**src/hdl/yfs_pkg.sv**
```systemverilog
// yfs_pkg: shared widths, caps, colour coefficients and the beat type for the
// YUYV frame statistics block. No dependencies.
`timescale 1ns / 1ps

package yfs_pkg;

	// Largest frame the accumulator caps are sized for, in pixels
	localparam longint MAX_PIXELS = 64'd65536;

	localparam int LUMA_W = 24;
	localparam int RED_W  = 23;
	localparam int GB_W   = 24;
	localparam int CNT_W  = 17;

	localparam logic [7:0] EDGE_THRESHOLD_RESET = 8'd20;

	// Fixed-point colour coefficients, scale 1024
	localparam logic signed [11:0] COEF_RV = 12'sd1436;
	localparam logic signed [11:0] COEF_GU = 12'sd352;
	localparam logic signed [11:0] COEF_GV = 12'sd731;
	localparam logic signed [11:0] COEF_BU = 12'sd1814;
	localparam int COEF_SHIFT = 10;

	function automatic longint cap_of(input longint frame_max, input longint width_max);
		return (frame_max < width_max) ? frame_max : width_max;
	endfunction

	localparam longint LUMA_CAP_L = cap_of(MAX_PIXELS * 255, (64'd1 << LUMA_W) - 1);
	localparam longint RED_CAP_L  = cap_of((MAX_PIXELS / 2) * 255, (64'd1 << RED_W) - 1);
	localparam longint GB_CAP_L   = cap_of((MAX_PIXELS / 2) * 510, (64'd1 << GB_W) - 1);
	localparam longint CNT_CAP_L  = cap_of(MAX_PIXELS, (64'd1 << CNT_W) - 1);

	localparam logic [LUMA_W-1:0] LUMA_CAP = LUMA_W'(LUMA_CAP_L);
	localparam logic [RED_W-1:0]  RED_CAP  = RED_W'(RED_CAP_L);
	localparam logic [GB_W-1:0]   GB_CAP   = GB_W'(GB_CAP_L);
	localparam logic [CNT_W-1:0]  CNT_CAP  = CNT_W'(CNT_CAP_L);

	// Per-group contributions handed to the accumulators
	typedef struct packed {
		logic       last;
		logic [8:0] luma_add;
		logic [7:0] red;
		logic [8:0] green_blue;
		logic [1:0] edges;
	} stat_beat_t;

endpackage

```
**src/hdl/yfs_color.sv**
```systemverilog
// yfs_color: YUV to clamped R and G+B for one group, fixed point, no state.
// Depends on yfs_pkg for the coefficients.
`timescale 1ns / 1ps

module yfs_color (
	input  logic [7:0] luma,
	input  logic [7:0] chroma_blue,
	input  logic [7:0] chroma_red,
	output logic [7:0] red,
	output logic [8:0] green_blue
);
	import yfs_pkg::*;

	function automatic logic [7:0] clamp8(input logic signed [10:0] x);
		logic [7:0] res;
		if (x < 0) begin
			res = 8'd0;
		end else if (x > 11'sd255) begin
			res = 8'd255;
		end else begin
			res = x[7:0];
		end
		return res;
	endfunction

	logic signed [7:0]  u_off;
	logic signed [7:0]  v_off;
	logic signed [19:0] prod_r;
	logic signed [19:0] prod_g;
	logic signed [19:0] prod_b;
	logic signed [10:0] y_s;
	logic signed [10:0] r_raw;
	logic signed [10:0] g_raw;
	logic signed [10:0] b_raw;
	logic [7:0]         green;
	logic [7:0]         blue;

	// Offset 128 removal is an MSB flip
	assign u_off = $signed({~chroma_blue[7], chroma_blue[6:0]});
	assign v_off = $signed({~chroma_red[7], chroma_red[6:0]});

	assign prod_r = 20'(COEF_RV) * 20'(v_off);
	assign prod_g = 20'(COEF_GU) * 20'(u_off) + 20'(COEF_GV) * 20'(v_off);
	assign prod_b = 20'(COEF_BU) * 20'(u_off);

	assign y_s = $signed({3'b000, luma});

	// Arithmetic shift gives floor division for negative products
	assign r_raw = y_s + 11'(prod_r >>> COEF_SHIFT);
	assign g_raw = y_s - 11'(prod_g >>> COEF_SHIFT);
	assign b_raw = y_s + 11'(prod_b >>> COEF_SHIFT);

	assign red        = clamp8(r_raw);
	assign green      = clamp8(g_raw);
	assign blue       = clamp8(b_raw);
	assign green_blue = {1'b0, green} + {1'b0, blue};

endmodule

```
**src/hdl/yfs_accum.sv**
```systemverilog
// yfs_accum: saturating frame accumulators and the result register.
// Depends on yfs_pkg for widths, caps and stat_beat_t.
`timescale 1ns / 1ps

module yfs_accum (
	input  logic                       clk,
	input  logic                       arst_n,
	input  logic                       beat_valid,
	input  yfs_pkg::stat_beat_t        beat,
	output logic                       hold,
	output logic                       result_valid,
	input  logic                       result_stall,
	output logic [yfs_pkg::LUMA_W-1:0] luma_total,
	output logic [yfs_pkg::RED_W-1:0]  red_total,
	output logic [yfs_pkg::GB_W-1:0]   green_blue_total,
	output logic [yfs_pkg::CNT_W-1:0]  edge_total,
	output logic [yfs_pkg::CNT_W-1:0]  pixel_total
);
	import yfs_pkg::*;

	logic [LUMA_W-1:0] luma_acc_q;
	logic [RED_W-1:0]  red_acc_q;
	logic [GB_W-1:0]   gb_acc_q;
	logic [CNT_W-1:0]  edge_acc_q;
	logic [CNT_W-1:0]  pixel_acc_q;

	logic [LUMA_W:0] luma_sum;
	logic [RED_W:0]  red_sum;
	logic [GB_W:0]   gb_sum;
	logic [CNT_W:0]  edge_sum;
	logic [CNT_W:0]  pixel_sum;

	logic [LUMA_W-1:0] luma_nxt;
	logic [RED_W-1:0]  red_nxt;
	logic [GB_W-1:0]   gb_nxt;
	logic [CNT_W-1:0]  edge_nxt;
	logic [CNT_W-1:0]  pixel_nxt;

	logic result_valid_q;
	logic take;

	// A frame end cannot land while the previous result is still unclaimed
	assign hold = beat_valid && beat.last && result_valid_q && result_stall;
	assign take = beat_valid && !hold;

	always_comb begin
		luma_sum  = {1'b0, luma_acc_q} + (LUMA_W+1)'(beat.luma_add);
		red_sum   = {1'b0, red_acc_q} + (RED_W+1)'(beat.red);
		gb_sum    = {1'b0, gb_acc_q} + (GB_W+1)'(beat.green_blue);
		edge_sum  = {1'b0, edge_acc_q} + (CNT_W+1)'(beat.edges);
		pixel_sum = {1'b0, pixel_acc_q} + (CNT_W+1)'(2);

		luma_nxt  = (luma_sum > (LUMA_W+1)'(LUMA_CAP)) ? LUMA_CAP : luma_sum[LUMA_W-1:0];
		red_nxt   = (red_sum > (RED_W+1)'(RED_CAP)) ? RED_CAP : red_sum[RED_W-1:0];
		gb_nxt    = (gb_sum > (GB_W+1)'(GB_CAP)) ? GB_CAP : gb_sum[GB_W-1:0];
		edge_nxt  = (edge_sum > (CNT_W+1)'(CNT_CAP)) ? CNT_CAP : edge_sum[CNT_W-1:0];
		pixel_nxt = (pixel_sum > (CNT_W+1)'(CNT_CAP)) ? CNT_CAP : pixel_sum[CNT_W-1:0];
	end

	always_ff @(posedge clk or negedge arst_n) begin
		if (!arst_n) begin
			luma_acc_q  <= '0;
			red_acc_q   <= '0;
			gb_acc_q    <= '0;
			edge_acc_q  <= '0;
			pixel_acc_q <= '0;
		end else if (take) begin
			if (beat.last) begin
				luma_acc_q  <= '0;
				red_acc_q   <= '0;
				gb_acc_q    <= '0;
				edge_acc_q  <= '0;
				pixel_acc_q <= '0;
			end else begin
				luma_acc_q  <= luma_nxt;
				red_acc_q   <= red_nxt;
				gb_acc_q    <= gb_nxt;
				edge_acc_q  <= edge_nxt;
				pixel_acc_q <= pixel_nxt;
			end
		end
	end

	always_ff @(posedge clk or negedge arst_n) begin
		if (!arst_n) begin
			result_valid_q <= 1'b0;
		end else begin
			result_valid_q <= (result_valid_q && result_stall) || (take && beat.last);
		end
	end

	// Totals include the closing group
	always_ff @(posedge clk) begin
		if (take && beat.last) begin
			luma_total       <= luma_nxt;
			red_total        <= red_nxt;
			green_blue_total <= gb_nxt;
			edge_total       <= edge_nxt;
			pixel_total      <= pixel_nxt;
		end
	end

	assign result_valid = result_valid_q;

endmodule

```
**src/hdl/yuyv_frame_statistics_top.sv**
```systemverilog
// yuyv_frame_statistics_top: input register, colour and edge stage, accumulators.
// Depends on yfs_pkg, yfs_color and yfs_accum.
`timescale 1ns / 1ps

// One YUYV group is taken per clock. Each beat passes an input register, a stage
// that forms clamped R, G+B, the luma pair sum and the edge count, and then the
// saturating accumulators; the frame totals appear on the result channel once the
// group marked last has passed the input and stage registers. The input is stalled
// only when a frame result is still waiting on the result channel and the next
// frame end has reached the accumulators. Edge tests use the threshold register
// (reset 20); write it only while no group is in flight.
module yuyv_frame_statistics_top (
	input  logic                       clk,
	input  logic                       arst_n,
	input  logic                       cfg_write_en,
	input  logic [7:0]                 cfg_write_data,
	input  logic                       item_valid,
	output logic                       item_stall,
	input  logic [7:0]                 luma_first,
	input  logic [7:0]                 chroma_blue,
	input  logic [7:0]                 luma_second,
	input  logic [7:0]                 chroma_red,
	input  logic                       last_group,
	output logic                       result_valid,
	input  logic                       result_stall,
	output logic [yfs_pkg::LUMA_W-1:0] luma_total,
	output logic [yfs_pkg::RED_W-1:0]  red_total,
	output logic [yfs_pkg::GB_W-1:0]   green_blue_total,
	output logic [yfs_pkg::CNT_W-1:0]  edge_total,
	output logic [yfs_pkg::CNT_W-1:0]  pixel_total
);
	import yfs_pkg::*;

	logic [7:0] threshold_q;
	logic [7:0] prev_luma_q;
	logic       frame_start_q;

	logic       valid_s1;
	logic [7:0] y0_s1;
	logic [7:0] u_s1;
	logic [7:0] y1_s1;
	logic [7:0] v_s1;
	logic       last_s1;
	logic [7:0] prev_s1;
	logic       first_s1;

	logic       valid_s2;
	stat_beat_t beat_s2;

	logic       hold;
	logic       advance;
	logic       accept;
	logic [7:0] red_c;
	logic [8:0] gb_c;
	logic [7:0] diff_prev;
	logic [7:0] diff_pair;
	logic [1:0] edges_c;

	assign advance    = !hold;
	assign item_stall = hold;
	assign accept     = item_valid && !item_stall;

	always_ff @(posedge clk or negedge arst_n) begin
		if (!arst_n) begin
			threshold_q <= EDGE_THRESHOLD_RESET;
		end else if (cfg_write_en) begin
			threshold_q <= cfg_write_data;
		end
	end

	// Edge context follows accepted beats; a frame end restarts it
	always_ff @(posedge clk or negedge arst_n) begin
		if (!arst_n) begin
			prev_luma_q   <= '0;
			frame_start_q <= 1'b1;
		end else if (accept) begin
			prev_luma_q   <= last_group ? 8'd0 : luma_second;
			frame_start_q <= last_group;
		end
	end

	always_ff @(posedge clk or negedge arst_n) begin
		if (!arst_n) begin
			valid_s1 <= 1'b0;
			valid_s2 <= 1'b0;
		end else if (advance) begin
			valid_s1 <= accept;
			valid_s2 <= valid_s1;
		end
	end

	always_ff @(posedge clk) begin
		if (accept) begin
			y0_s1    <= luma_first;
			u_s1     <= chroma_blue;
			y1_s1    <= luma_second;
			v_s1     <= chroma_red;
			last_s1  <= last_group;
			prev_s1  <= prev_luma_q;
			first_s1 <= frame_start_q;
		end
	end

	yfs_color u_color (
		.luma        (y0_s1),
		.chroma_blue (u_s1),
		.chroma_red  (v_s1),
		.red         (red_c),
		.green_blue  (gb_c)
	);

	always_comb begin
		diff_prev = (y0_s1 > prev_s1) ? (y0_s1 - prev_s1) : (prev_s1 - y0_s1);
		diff_pair = (y1_s1 > y0_s1) ? (y1_s1 - y0_s1) : (y0_s1 - y1_s1);
		if (first_s1) begin
			edges_c = 2'd0;
		end else begin
			edges_c = 2'((diff_prev > threshold_q)) + 2'((diff_pair > threshold_q));
		end
	end

	always_ff @(posedge clk) begin
		if (advance && valid_s1) begin
			beat_s2.last       <= last_s1;
			beat_s2.luma_add   <= {1'b0, y0_s1} + {1'b0, y1_s1};
			beat_s2.red        <= red_c;
			beat_s2.green_blue <= gb_c;
			beat_s2.edges      <= edges_c;
		end
	end

	yfs_accum u_accum (
		.clk              (clk),
		.arst_n           (arst_n),
		.beat_valid       (valid_s2),
		.beat             (beat_s2),
		.hold             (hold),
		.result_valid     (result_valid),
		.result_stall     (result_stall),
		.luma_total       (luma_total),
		.red_total        (red_total),
		.green_blue_total (green_blue_total),
		.edge_total       (edge_total),
		.pixel_total      (pixel_total)
	);

	// A result only ever follows a frame end leaving the accumulation stage
	assert property (@(posedge clk) disable iff (!arst_n)
		$rose(result_valid) |-> $past(valid_s2 && beat_s2.last))
		else $error("result without a frame end");

	// Input back-pressure only comes from an unclaimed result
	assert property (@(posedge clk) disable iff (!arst_n)
		item_stall |-> (result_valid && result_stall && valid_s2 && beat_s2.last))
		else $error("input stalled without cause");

	// Every frame holds at least one group
	assert property (@(posedge clk) disable iff (!arst_n)
		result_valid |-> (pixel_total >= CNT_W'(2)))
		else $error("frame total with no pixels");

endmodule
```
**config.mk**
```make
export PLATFORM = sky130hd
export DESIGN_NAME = yuyv_frame_statistics_top
export DESIGN_NICKNAME = d
export VERILOG_FILES = /design/src/hdl/yfs_pkg.sv /design/src/hdl/yfs_color.sv /design/src/hdl/yfs_accum.sv /design/src/hdl/yuyv_frame_statistics_top.sv
export SDC_FILE = /design/constraint.sdc
export NUM_CORES = 1
export LEC_CHECK = 0
export BUFFER_PORTS_ARGS = -buffer_cell sky130_fd_sc_hd__buf_2
export CAP_MARGIN = 25
export CORE_AREA = 2 2 178 215
export DETAILED_ROUTE_END_ITERATION = 12
export DIE_AREA = 0 0 180 217
export PLACE_DENSITY = 0.82
export RECOVER_POWER = 25
export REMOVE_ABC_BUFFERS = 1
export SLEW_MARGIN = 20
export SYNTH_ARGS = -nofsm -noshare
export SYNTH_HDL_FRONTEND = slang
export SYNTH_SLANG_ARGS = --single-unit
export TNS_END_PERCENT = 30
```
**constraint.sdc**
```tcl
create_clock -name clk -period 9.7 [get_ports clk]
set_input_delay 1.94 -clock clk [delete_from_list [all_inputs] [get_ports clk]]
set_output_delay 1.94 -clock clk [all_outputs]
set_load 0.1 [all_outputs]
```
==> out/results.txt, run 1 <==
Yosys mapped the design onto 87 distinct sky130hd cell types. The final core utilization was 0.681. The mapped netlist covers 23000 um^2. Before antenna repair, the detailed router went through 5 iterations.

The part of the power in registers was 0.205; the average cell area after synthesis was 9.91 um^2. For this design the top-level I/O count stands at 153. For this block, the initial DRC count from the detailed router was 1221.

The register area was 8420 um^2; the final critical-path required period was 8.98 ns. Combinational group share of total power: 0.662. The library cells used most frequently in the layout, excluding fill and tap cells, are sky130_fd_sc_hd__ha_1, sky130_fd_sc_hd__inv_1, sky130_fd_sc_hd__edfxtp_1.

TritonCTS built the clock tree. The post-route cell area was 25300 um^2. The number of instances in the synthesized netlist was 2326. For the count of H-tree levels built during CTS, the log shows 1. Category of the critical setup timing path: reg -> reg. Transition at the pin with the smallest max-transition slack: 3.17 ns.

For this design the ratio of total power to cell area is 376 nW/um^2. Yosys printed 0 warnings. For this run, the post-layout net count is 2842. For the max-cap check violation count, the log shows 1.

At the worst endpoint, the arrival time is 9.29 ns. Summing all multi-input logic gate instances after layout gives 13300 um^2. Highest net fanout along the worst path: 7. The checks that failed: capacitance limit, slew limit. Setup repair after global routing left no endpoint under its margin. The tools report the starting density of the core as 0.620. STA classifies the critical path endpoint as a flip-flop.

The portion of the clock cycle consumed by the worst path in the final layout was 0.925; the final hold slack was 0.426 ns. The run gives 39100 um^2 as the area of the die. The clock skew after layout came out at 0.0227 ns. In this design, the stage delay of the slowest critical-path cell is 0.54 ns. The cell that appears most often on the critical path is sky130_fd_sc_hd__ha_1. The final setup TNS was 0 ns; the fraction of registers with async set or reset after synthesis was 0.415. The clock input transition at the sequential cells of the worst setup and hold paths is 0.07 ns. The wire-length estimate of the detail-placed layout is 39300 um. The layout cell share with drive strength beyond 1 works out to 0.105. In this run the worst hold path is classified as reg -> reg. The number of vias per cell after detailed routing was 6.05; the internal power was 5110 uW. The run gives 0 as the total count of hold-check failures in the final report. The routed layout has 17825 vias.

The first global-routing pass estimated 87400 um of wire. The tools report the cell row count as 78. Worst ir drop on vdd: 399 uV. The clock passes through at most 3 buffers.

The worst slew margin relative to its limit is -1.11, and the count of input and output buffers is 152. Derived from the worst setup path, the maximum achievable clock frequency is 0.111 GHz. Setup violations remaining at the end of the flow were counted as 0. Initial antenna violation count: 0. Measured along the y axis, the die boundary spans 217 um. The TritonCTS sink count was 301; the maximum number of pins on one net before global-route repair was 85. The detail route stage leaves a number of antenna-violating nets equal to 0. Once placement finished, the instance area stood at 24200 um^2. The width of the die is 180 um. In the post-synthesis netlist, the biggest area contributors are sky130_fd_sc_hd__edfxtp_1, sky130_fd_sc_hd__ha_1, sky130_fd_sc_hd__dfrtp_1.

The total global routing track utilization was 0.270; the proportion of power drawn by the clock network was 0.132. The hold buffer count at CTS was 0; the critical path data required time was 10.02 ns. The synthesized design contains 301 register bits. The area added between synthesis and finish was 9.83%; the number of flops mapped to enable cells by yosys was 176.

The number of global-route vias before repair is 18119. STA classifies the critical path startpoint as a flip-flop. The run gives 0 as the total grt overflow.

The switching share of total power works out to 0.463. For this design the total switching power over the nets is 4420 uW. The number of pins with negative max-slew slack in the final report came out at 57. For this run, design rule violations remaining after detail routing come to 0.

The clock root buffer was sky130_fd_sc_hd__clkbuf_16. The part of the Yosys area used for sequential elements is 0.365, and the wire length per cell is 17.9 um. The logs give 2800 for the number of filler cells placed in the layout and 0.58 ns for the clock insertion delay at the later pin of the skew report.

The core region area was 37200 um^2; the global placer's final weighted congestion was 0.948. Buffers inserted during clock tree synthesis total 31. Prevailing post-synth register cell: sky130_fd_sc_hd__edfxtp_1. The most frequent standard cell in the layout excluding fill and tap cells was sky130_fd_sc_hd__ha_1. The share of the synthesized area in the top cell type came out at 0.229. Count of inserted antenna diode cells: 0. The final layout contains routed wiring with a total length of 52800 um. The largest total area in the synthesized netlist belongs to sky130_fd_sc_hd__edfxtp_1.

The run finished, with violations left. For this design the static power due to leakage is 0.0117 uW. On the critical path, the stage with the largest delay is an instance of sky130_fd_sc_hd__edfxtp_1.
[what timing repair did]
item	in CTS	in global routing
setup buffers	0	0
endpoints found under the setup margin	0	2
hold endpoints to repair	0	0
resized for setup	0	1
[kinds of logic (layout without fill, tap and decap cells)]
logic type / count (synthesis) / in the layout / share of synthesized area
compound gates: 541 / 541 / 0.162
mux: 25 / 25 / 0.0115
xor+xnor: 147 / 147 / 0.0559
buf+inv: 343 / 485 / 0.0568
flops: 301 / 301 / 0.365
simple gates: 616 / 616 / 0.132
fa+ha+maj: 353 / 353 / 0.217
[metrics by stage]
| step | total power [uW] | cells | worst slack (ns) |
|---|---|---|---|
| finish | 9530 | 2948 | 0.724 |
| CTS | 9490 | 2945 | 0.698 |
| floorplan | 6890 | 2243 | 1.42 |
| global placement | 7900 | 2887 | 0.979 |
| detailed placement | 8170 | 2887 | 0.769 |
| global route | 10300 | 2948 | 0.0408 |
[final timing paths]
path                         start                      to  slack (ns)  depth (start not counted)
max in group asynchronous   arst_n  u_accum.pixel_acc_q[3]        4.87                          3
min in group asynchronous   arst_n  u_accum.luma_acc_q[22]        2.40                          1
max                        u_s1[3]             beat_s2[10]        0.72                         38
min                        last_s1             beat_s2[28]        0.43                          0
max reg2reg                u_s1[3]             beat_s2[10]        0.72                         38
min reg2reg                last_s1             beat_s2[28]        0.43                          0
[flip-flops by register name (all words and copies together), names as in the netlist, 8 cells and up]
signal / flops
u_s1: 8
u_accum.luma_total: 24
u_accum.pixel_acc_q: 17
u_accum.edge_acc_q: 17
u_accum.red_total: 23
u_accum.edge_total: 17
u_accum.pixel_total: 17
y1_s1: 8
y0_s1: 8
threshold_q: 8
u_accum.gb_acc_q: 24
beat_s2: 29
prev_s1: 8
u_accum.luma_acc_q: 24
u_accum.red_acc_q: 23
v_s1: 8
prev_luma_q: 8
u_accum.green_blue_total: 24
[power by group through the flow]
stage / Clock (uW) / Combinational (uW) / Sequential [uW]
final: 1260 / 6310 / 1950
after global routing: 1340 / 7030 / 1980
after CTS: 1290 / 6260 / 1950
after detailed placement: 0 / 6200 / 1970
after global placement: 0 / 5940 / 1970
after floorplan: 0 / 4480 / 2410
[routing by layer]
metal | track usage | wire [um]
met4 | 0.111 | 1990
met1 | 0.322 | 21100
met2 | 0.496 | 26900
met5 | 0 | 0
met3 | 0.0303 | 2870
[cell usage after synthesis, types with 10 or more instances]
cell type                   number
sky130_fd_sc_hd__nand2b_1       30
sky130_fd_sc_hd__edfxtp_1      176
sky130_fd_sc_hd__clkbuf_1       69
sky130_fd_sc_hd__nand4_1        22
sky130_fd_sc_hd__mux2i_1        13
sky130_fd_sc_hd__a31oi_1        24
sky130_fd_sc_hd__o21bai_1       21
sky130_fd_sc_hd__a21oi_1       103
sky130_fd_sc_hd__or3_1          22
sky130_fd_sc_hd__nor2_1        172
sky130_fd_sc_hd__mux2_2         12
sky130_fd_sc_hd__xor2_1         55
sky130_fd_sc_hd__and3_1         30
sky130_fd_sc_hd__nor4_1         11
sky130_fd_sc_hd__a21o_1         48
sky130_fd_sc_hd__inv_1         259
sky130_fd_sc_hd__nand2_1       143
sky130_fd_sc_hd__xnor2_1        92
sky130_fd_sc_hd__ha_1          276
sky130_fd_sc_hd__nor2b_1        32
sky130_fd_sc_hd__and2_1         19
sky130_fd_sc_hd__a22o_1         27
sky130_fd_sc_hd__dfrtp_1       122
sky130_fd_sc_hd__or2_2          10
sky130_fd_sc_hd__o2111ai_1      10
sky130_fd_sc_hd__o31ai_1        22
sky130_fd_sc_hd__nand3_1        47
sky130_fd_sc_hd__o211ai_1       14
sky130_fd_sc_hd__o21ai_0       110
sky130_fd_sc_hd__fa_1           77
sky130_fd_sc_hd__o21a_1         32
sky130_fd_sc_hd__a211oi_1       27
sky130_fd_sc_hd__nor3_1         45
[area by class of cell]
cell class	count	area share
inverter	260	0.0386
tap	480	0.0237
multi-input combinational	1682	0.527
clock inverter	20	0.00939
sequential	301	0.332
clock buffer	38	0.0337
timing repair buffer	167	0.0351
[worst max-delay path, delay by kind of cell, from the launching register on]
| family | cells | cell delay (ns) |
|---|---|---|
| buffers and inverters | 2 | 0.10 |
| AO/OA/AOI/OAI | 13 | 2.54 |
| adder cells (fa/ha/maj) | 12 | 4.29 |
| XOR/XNOR | 2 | 0.33 |
| flip-flops | 1 | 0.54 |
| AND/OR/NAND/NOR | 9 | 0.89 |
(Power assumes the default switching activity.)
==> inputs of run 2 (changes only) <==
--- a/config.mk
+++ b/config.mk
@@ -5,11 +5,12 @@
 export SDC_FILE = /design/constraint.sdc
 export NUM_CORES = 1
 export LEC_CHECK = 0
+export ABC_AREA = 1
 export BUFFER_PORTS_ARGS = -buffer_cell sky130_fd_sc_hd__buf_2
 export CAP_MARGIN = 25
-export CORE_AREA = 2 2 178 215
+export CORE_AREA = 2 2 182 219
 export DETAILED_ROUTE_END_ITERATION = 12
-export DIE_AREA = 0 0 180 217
+export DIE_AREA = 0 0 184 221
 export PLACE_DENSITY = 0.82
 export RECOVER_POWER = 25
 export REMOVE_ABC_BUFFERS = 1
==> run 2 against run 1 <==
The flow still finishes with violations (capacitance limit, slew limit). Worst setup slack got worse by 0.18 ns. Worst hold slack improved by 0.027 ns. Flip-flop and latch count did not move. Design area rose by 4.3%.
==> out/results.txt, run 2 <==
The flow ran to the end, but the final reports show violations. The final reports fail on capacitance limit, slew limit. In this run the tool buffered the top-level ports with 152 buffer cells. In this run the remaining antenna-violating nets after routing total 0. The layout cell share with drive strength beyond 1 came out at 0.0776. The logs give 3 for the max-cap check violation count and 0.0203 ns for the clock skew after layout. Entering global routing, the biggest net connects 88 pins. Counting stages on the worst path, the most repeated cell is sky130_fd_sc_hd__ha_1. The run gives -1.04 as the worst slew margin relative to its limit. By area the synthesized netlist is led by sky130_fd_sc_hd__edfxtp_1, sky130_fd_sc_hd__ha_1, sky130_fd_sc_hd__dfrtp_1.

The area growth from synthesis to layout is 9.88%. Of all nets on the critical path, the largest fanout is 8. Among all flip-flop cells after synthesis, the most frequent one is sky130_fd_sc_hd__edfxtp_1. The category of the critical setup timing path is reg -> reg. The wire length of the first global-routing pass is 92700 um.

The buffer count from post-CTS setup fixing was 0; the clock insertion delay at the later pin of the skew report was 0.60 ns. The die is 184 um wide. The routed design has 56200 um of wire. At the end of routability-driven placement, the weighted congestion stood at 0.942.

The vertical die dimension was 221 um; the number of flops mapped to enable cells by yosys was 176. In this run the cell area of the synthesized design comes to 24000 um^2. STA classifies the critical path endpoint as a flip-flop. Counting along the longest clock path gives a buffer depth of 3. The logs give 0.277 for the total global routing track utilization and 301 for the TritonCTS sink count.

The register with the most flip-flops in the layout has 29 of them. The logs give 0 for the total grt overflow and 0 for the remaining design rule violation count. Derived from the worst setup path, the maximum achievable clock frequency is 0.109 GHz. Pin placement for this block handled 153 I/O pins. The number of clock buffers added by TritonCTS is 30. For this design, the slowest cell found on the critical path is sky130_fd_sc_hd__edfxtp_1. The run gives 0 as the number of cells upsized or downsized after cts. Detailed placement ended at an HPWL of 43400 um. Clock input transition at the sequential cells of the worst setup and hold paths: 0.06 ns. Library cell with the largest summed area after synthesis: sky130_fd_sc_hd__edfxtp_1. After floorplanning, the core was divided into 79 placement rows.

For the worst endpoint data arrival time, the log shows 9.49 ns. By count the netlist is led by sky130_fd_sc_hd__nand2_1, sky130_fd_sc_hd__inv_1, sky130_fd_sc_hd__ha_1, sky130_fd_sc_hd__nand3_1, sky130_fd_sc_hd__nor2_1. The most frequent standard cell in the layout excluding fill and tap cells was sky130_fd_sc_hd__nand2_1. The net count of the finished layout is 3506.

The top cell types in the final layout, fill and taps aside, are sky130_fd_sc_hd__nand2_1, sky130_fd_sc_hd__inv_1, sky130_fd_sc_hd__ha_1. Dividing the detail-routed wire length by the instance count gives 15.5 um. For the pin with the worst max-slew slack, the measured transition is 3.06 ns. After layout, the minimum clock period comes to 9.16 ns. The count of H-tree levels built during CTS was 1; the final-report setup violation count was 0. Counting the fill cells in the layout gives 3178. The number of warnings issued by yosys was 0.

In this run the worst hold path is classified as reg -> reg. For the initial antenna violation count, the log shows 0. The core region area is 38500 um^2, and the part of the Yosys area used for sequential elements is 0.350. The run gives 130 as the number of pins with negative max-slew slack in the final report. The final setup TNS is 0 ns, and the average cell area after synthesis is 8.13 um^2. The portion of the clock cycle consumed by the worst path in the final layout works out to 0.944.

In this design, the stage delay of the slowest critical-path cell is 0.52 ns. Counting every instance in the synthesized netlist gives 2957. Counting flops and latches in the post-synthesis netlist gives 301.

For the critical path data required time, the log shows 10.03 ns. The share of the synthesized area in the top cell type works out to 0.220. Total count of hold-check failures in the final report: 0.

CTS placed an instance of sky130_fd_sc_hd__clkbuf_16 at the clock tree root. The run gives 19540 as the number of global-route vias before repair. The run gives 1179 as the number of DRC markers in iteration 0. Before antenna repair, the detailed router went through 6 iterations. 0 antenna diodes ended up in the layout.

The count of vias placed by the detailed router came out at 20030. The register ranked first by flip-flop count is beat_s2. The number of vias per cell after detailed routing works out to 5.54. In this run, post-CTS hold repair placed 0 buffers. The starting density of the core is 0.623. By instance count, the leading cell after synthesis is sky130_fd_sc_hd__nand2_1. The worst register-to-register path has a setup slack of 0.54 ns.

TritonCTS built the clock tree. The area of the die was 40700 um^2. Setup repair after global routing left no endpoint under its margin. The run gives 44 as the number of different library cells in the post-synthesis netlist. The launching element type of the critical path was a flip-flop.

The fraction of registers with async set or reset after synthesis came out at 0.415. Final core utilization: 0.685.
==> run 2: changes by cell type in the layout (fill, tap and decap cells not counted), sizes merged, moves of 30 or more <==
cell,before,now
a21o,48,8
a21oi,103,145
and3,30,0
inv,263,544
nand2,143,745
nand2b,30,0
nand3,47,209
nand3b,4,39
nand4,22,61
nor2b,32,0
o21ai,112,80
xnor2,92,26
xor2,55,99
==> run 2: layout make-up <==
type                       count  area, um^2  area share
multi-input combinational   2068       13300       0.506
clock inverter                24         358      0.0136
tap                          486         608      0.0230
inverter                     543        2040      0.0773
clock buffer                  32         768      0.0291
timing repair buffer         163         863      0.0327
sequential                   301        8420       0.319
==> run 2: worst max-delay path: cells and delay by family, from the launching register on <==
kind	cells	cell delay [ns]
AOI/OAI and AO/OA	9	2.27
xor gates and xnor gates	3	0.52
adders and majority gates	11	4.18
buffers and inverters	6	0.36
DFF	1	0.52
and+or+nand+nor	10	1.09
==> run 2: final timing paths <==
path,startpoint,to,depth (start not counted)
max,u_s1[3],beat_s2[9],39
min,prev_luma_q[5],prev_s1[5],0
max reg2reg,u_s1[3],beat_s2[9],39
min reg2reg,prev_luma_q[5],prev_s1[5],0
max in group asynchronous,arst_n,u_accum.red_acc_q[18],3
min in group asynchronous,arst_n,u_accum.pixel_acc_q[13],1
==> run 2: kinds of logic after synthesis <==
family,share of synthesized area
buffers and inverters,0.0943
xor gates and xnor gates,0.0456
adders and majority gates,0.208
DFF,0.350
AOI/OAI and AO/OA,0.0648
muxes,0.00411
and+or+nand+nor,0.233
==> run 2: per-stage QoR <==
stage	hold slack (ns)	setup slack, ns	instance area (um^2)	cells
detailed placement	0.442	0.599	25300	3558
global route	0.462	0.0387	26400	3617
floorplan	0.400	0.297	23800	2912
global placement	0.436	0.888	25200	3557
CTS	0.456	0.585	26400	3614
finish	0.454	0.543	26400	3617
==> run 2: metal layers <==
layer	routed length, um	share of wire	GRT usage	up-vias
met2	27500	0.49	0.480	628
li1	-	-	-	9856
met4	1930	0.034	0.106	0
met5	0	0	0	-
met1	23800	0.42	0.356	9421
met3	2930	0.052	0.0313	125
Power of run 2 is not shown: default switching activity piles up to over one toggle a cycle in this logic, so the estimate is an artifact.
==> inputs of run 3 (changes only) <==
--- a/config.mk
+++ b/config.mk
@@ -8,12 +8,14 @@
 export ABC_AREA = 1
 export BUFFER_PORTS_ARGS = -buffer_cell sky130_fd_sc_hd__buf_2
 export CAP_MARGIN = 25
-export CORE_AREA = 2 2 182 219
+export CORE_AREA = 8 8 186 224
+export CTS_BUF_LIST = sky130_fd_sc_hd__clkbuf_8
 export DETAILED_ROUTE_END_ITERATION = 12
-export DIE_AREA = 0 0 184 221
-export PLACE_DENSITY = 0.82
+export DIE_AREA = 0 0 194 232
+export PLACE_DENSITY = 0.83
 export RECOVER_POWER = 25
 export REMOVE_ABC_BUFFERS = 1
+export SKIP_CTS_REPAIR_TIMING = 1
 export SLEW_MARGIN = 20
 export SYNTH_ARGS = -nofsm -noshare
 export SYNTH_HDL_FRONTEND = slang
==> run 3 against run 2 <==
The flow still finishes with violations (capacitance limit, slew limit). Die area up 11%. Clock skew up 0.0034 ns. First-iteration DRC count up 14%. Critical endpoint unchanged. Utilization up 0.59 points.
==> out/results.txt, run 3 (same netlist as run 2, synthesis figures left out) <==
The final critical-path required period is 8.81 ns, and the maximum number of pins on one net before global-route repair is 89. Wire length reported by the detailed router: 58200 um. Startpoint of the worst-slack reg-to-reg timing path: u_s1[3]. Highest clock frequency the design can meet: 0.114 GHz. From bottom edge to top edge, the die measures 232 um. The first global-routing pass estimated 96000 um of wire. The run gives 0.65 ns as the clock insertion delay at the later pin of the skew report.

The flip-flop count of the largest register after layout works out to 29. Setup repair after global routing left no endpoint under its margin. The floorplan has 79 rows.

From synthesis to final layout, the design area changed by 9.70%. The leakage component of the power was 0.0140 uW; the final hold slack was 0.450 ns. Tracing the worst setup path back leads to its startpoint at u_s1[3].

The run gives 0 as the initial antenna violation count. The number of nets in the layout was 3524. Ranked by flip-flop count, first place goes to beat_s2. At the worst endpoint, the required time is 10.09 ns. In the final timing run, aggregate negative setup slack is 0 ns. The max-cap check violation count is 2. The path with the worst hold slack has its endpoint at prev_s1[4]. The starting density of the core was 0.630. Category of the critical setup timing path: reg -> reg.

Summed over all nets, the half-perimeter wirelength after detailed placement is 45000 um. For the number of global-route vias before repair, the log shows 20185. The clock arrives with 0.0237 ns of skew. The global placer's final weighted congestion is 0.957.

The final antenna-violating net count was 0. The total global routing track utilization was 0.257. Count of vias placed by the detailed router: 19995. Worst ir drop on vdd: 592 uV. The category of the worst setup path capture point is a flip-flop.

For the total count of hold-check failures in the final report, the log shows 0. The launching element type of the critical path was a flip-flop. For this run the aggregate overflow at the end of global routing stands at 0. For the TritonCTS buffer count, the log shows 50. The TritonCTS sink count is 301. For this design the ratio of total power to cell area is 394 nW/um^2. Number of placed instances with taps included: 3558. For the worst flop-to-flop path, the logic depth is 40. Dividing the detail-routed via count by the number of cells gives 5.47. In this run the deepest clock path goes through 3 buffers.

In the layout the commonest cells are sky130_fd_sc_hd__nand2_1, sky130_fd_sc_hd__inv_1, sky130_fd_sc_hd__ha_1. In this run the standard cell core region covers 38200 um^2. The final core utilization is 0.691, and the highest net fanout along the worst path is 8. The length of the first detailed-routing pass in iterations came out at 6. The tools report the clock root buffer as sky130_fd_sc_hd__clkbuf_8.

The portion of the clock cycle consumed by the worst path in the final layout works out to 0.908. The worst hold path was traced through 0 stages. The worst endpoint data arrival time was 9.20 ns; the highest cell delay on the worst timing path was 0.51 ns. Layout cell share with drive strength beyond 1: 0.0827. Overall power consumption after layout is estimated at 10400 uW. The worst register-to-register path has a setup slack of 0.89 ns. In this run the critical register-to-register path is captured at beat_s2[9]. Measured along the x axis, the die boundary spans 194 um. TritonCTS built the clock tree.

The clock input transition at the sequential cells of the worst setup and hold paths was 0.06 ns. The slowest stage of the critical path is the sky130_fd_sc_hd__edfxtp_1 cell. The detailed router finished its first iteration with 1339 violations. The count of H-tree levels built during CTS came out at 2. The worst slew margin relative to its limit was -1.85. The count of cells in the finished layout, fillers not included, comes to 3653. The path class of the tightest hold or removal check is reg -> reg. The checks that failed: capacitance limit, slew limit. In this run the count of I/O pins placed on the die edge is 153. The transition at the pin with the smallest max-transition slack is 4.28 ns.

The beginning of the worst hold path was prev_luma_q[4]. The area of the die is 45000 um^2. 0 antenna diodes ended up in the layout. The count of input and output buffers is 152. Setup violations remaining at the end of the flow were counted as 0. The library cell used most frequently in the layout, excluding fill and tap cells, is sky130_fd_sc_hd__nand2_1. The flow ran to the end, but the final reports show violations.

The number of pins with negative max-slew slack in the final report is 128, and the remaining design rule violation count is 0. The wire length per cell is 15.9 um.
-- run 3: area by class of cell --
cell class	count	area, um^2
clock inverters	40	394
repair buffers	161	810
flip-flops and latches	301	8420
multi-input cells	2068	13300
well taps	486	608
clock buffers	54	743
inverters	543	2040
fillers	3113	11800
-- run 3: worst max-delay path: cells and delay by family, from the launching register on --
family,cells,cell delay [ns]
adders and majority gates,11,4.24
AOI/OAI and AO/OA,12,2.09
and+or+nand+nor,9,0.98
buffers and inverters,5,0.28
DFF,1,0.51
xor gates and xnor gates,3,0.45
-- run 3: report_power, final --
| group | internal [uW] | leakage (uW) | switching (uW) |
|---|---|---|---|
| logic | 2650 | 0.0100 | 4530 |
| clock network | 714 | 0.000624 | 562 |
| registers | 1830 | 0.00338 | 121 |
| total | 5190 | 0.0140 | 5210 |
-- run 3: per-stage QoR --
step	setup slack, ns	cell area [um^2]
floorplan	0.297	23800
global placement	0.949	25200
detailed placement	0.792	25200
CTS	0.806	26400
global route	0.150	26400
finish	0.891	26400
-- run 3: routing by layer --
layer | up-vias | share of wire | track usage
met2 | 581 | 0.50 | 0.467
met5 | - | 0 | 0
met4 | 0 | 0.035 | 0.105
li1 | 9913 | - | -
met3 | 145 | 0.055 | 0.0409
met1 | 9356 | 0.41 | 0.299
-- run 3: worst max-delay path by stage --
| stage | to | slack (ns) |
|---|---|---|
| 2_1_floorplan | u_accum.edge_total[0] | 0.30 |
| 3_3_place_gp | beat_s2[9] | 0.95 |
| 3_5_place_dp | beat_s2[9] | 0.79 |
| 4_1_cts | beat_s2[9] | 0.81 |
| 5_1_grt | beat_s2[9] | 0.15 |
| 6_report | beat_s2[9] | 0.89 |
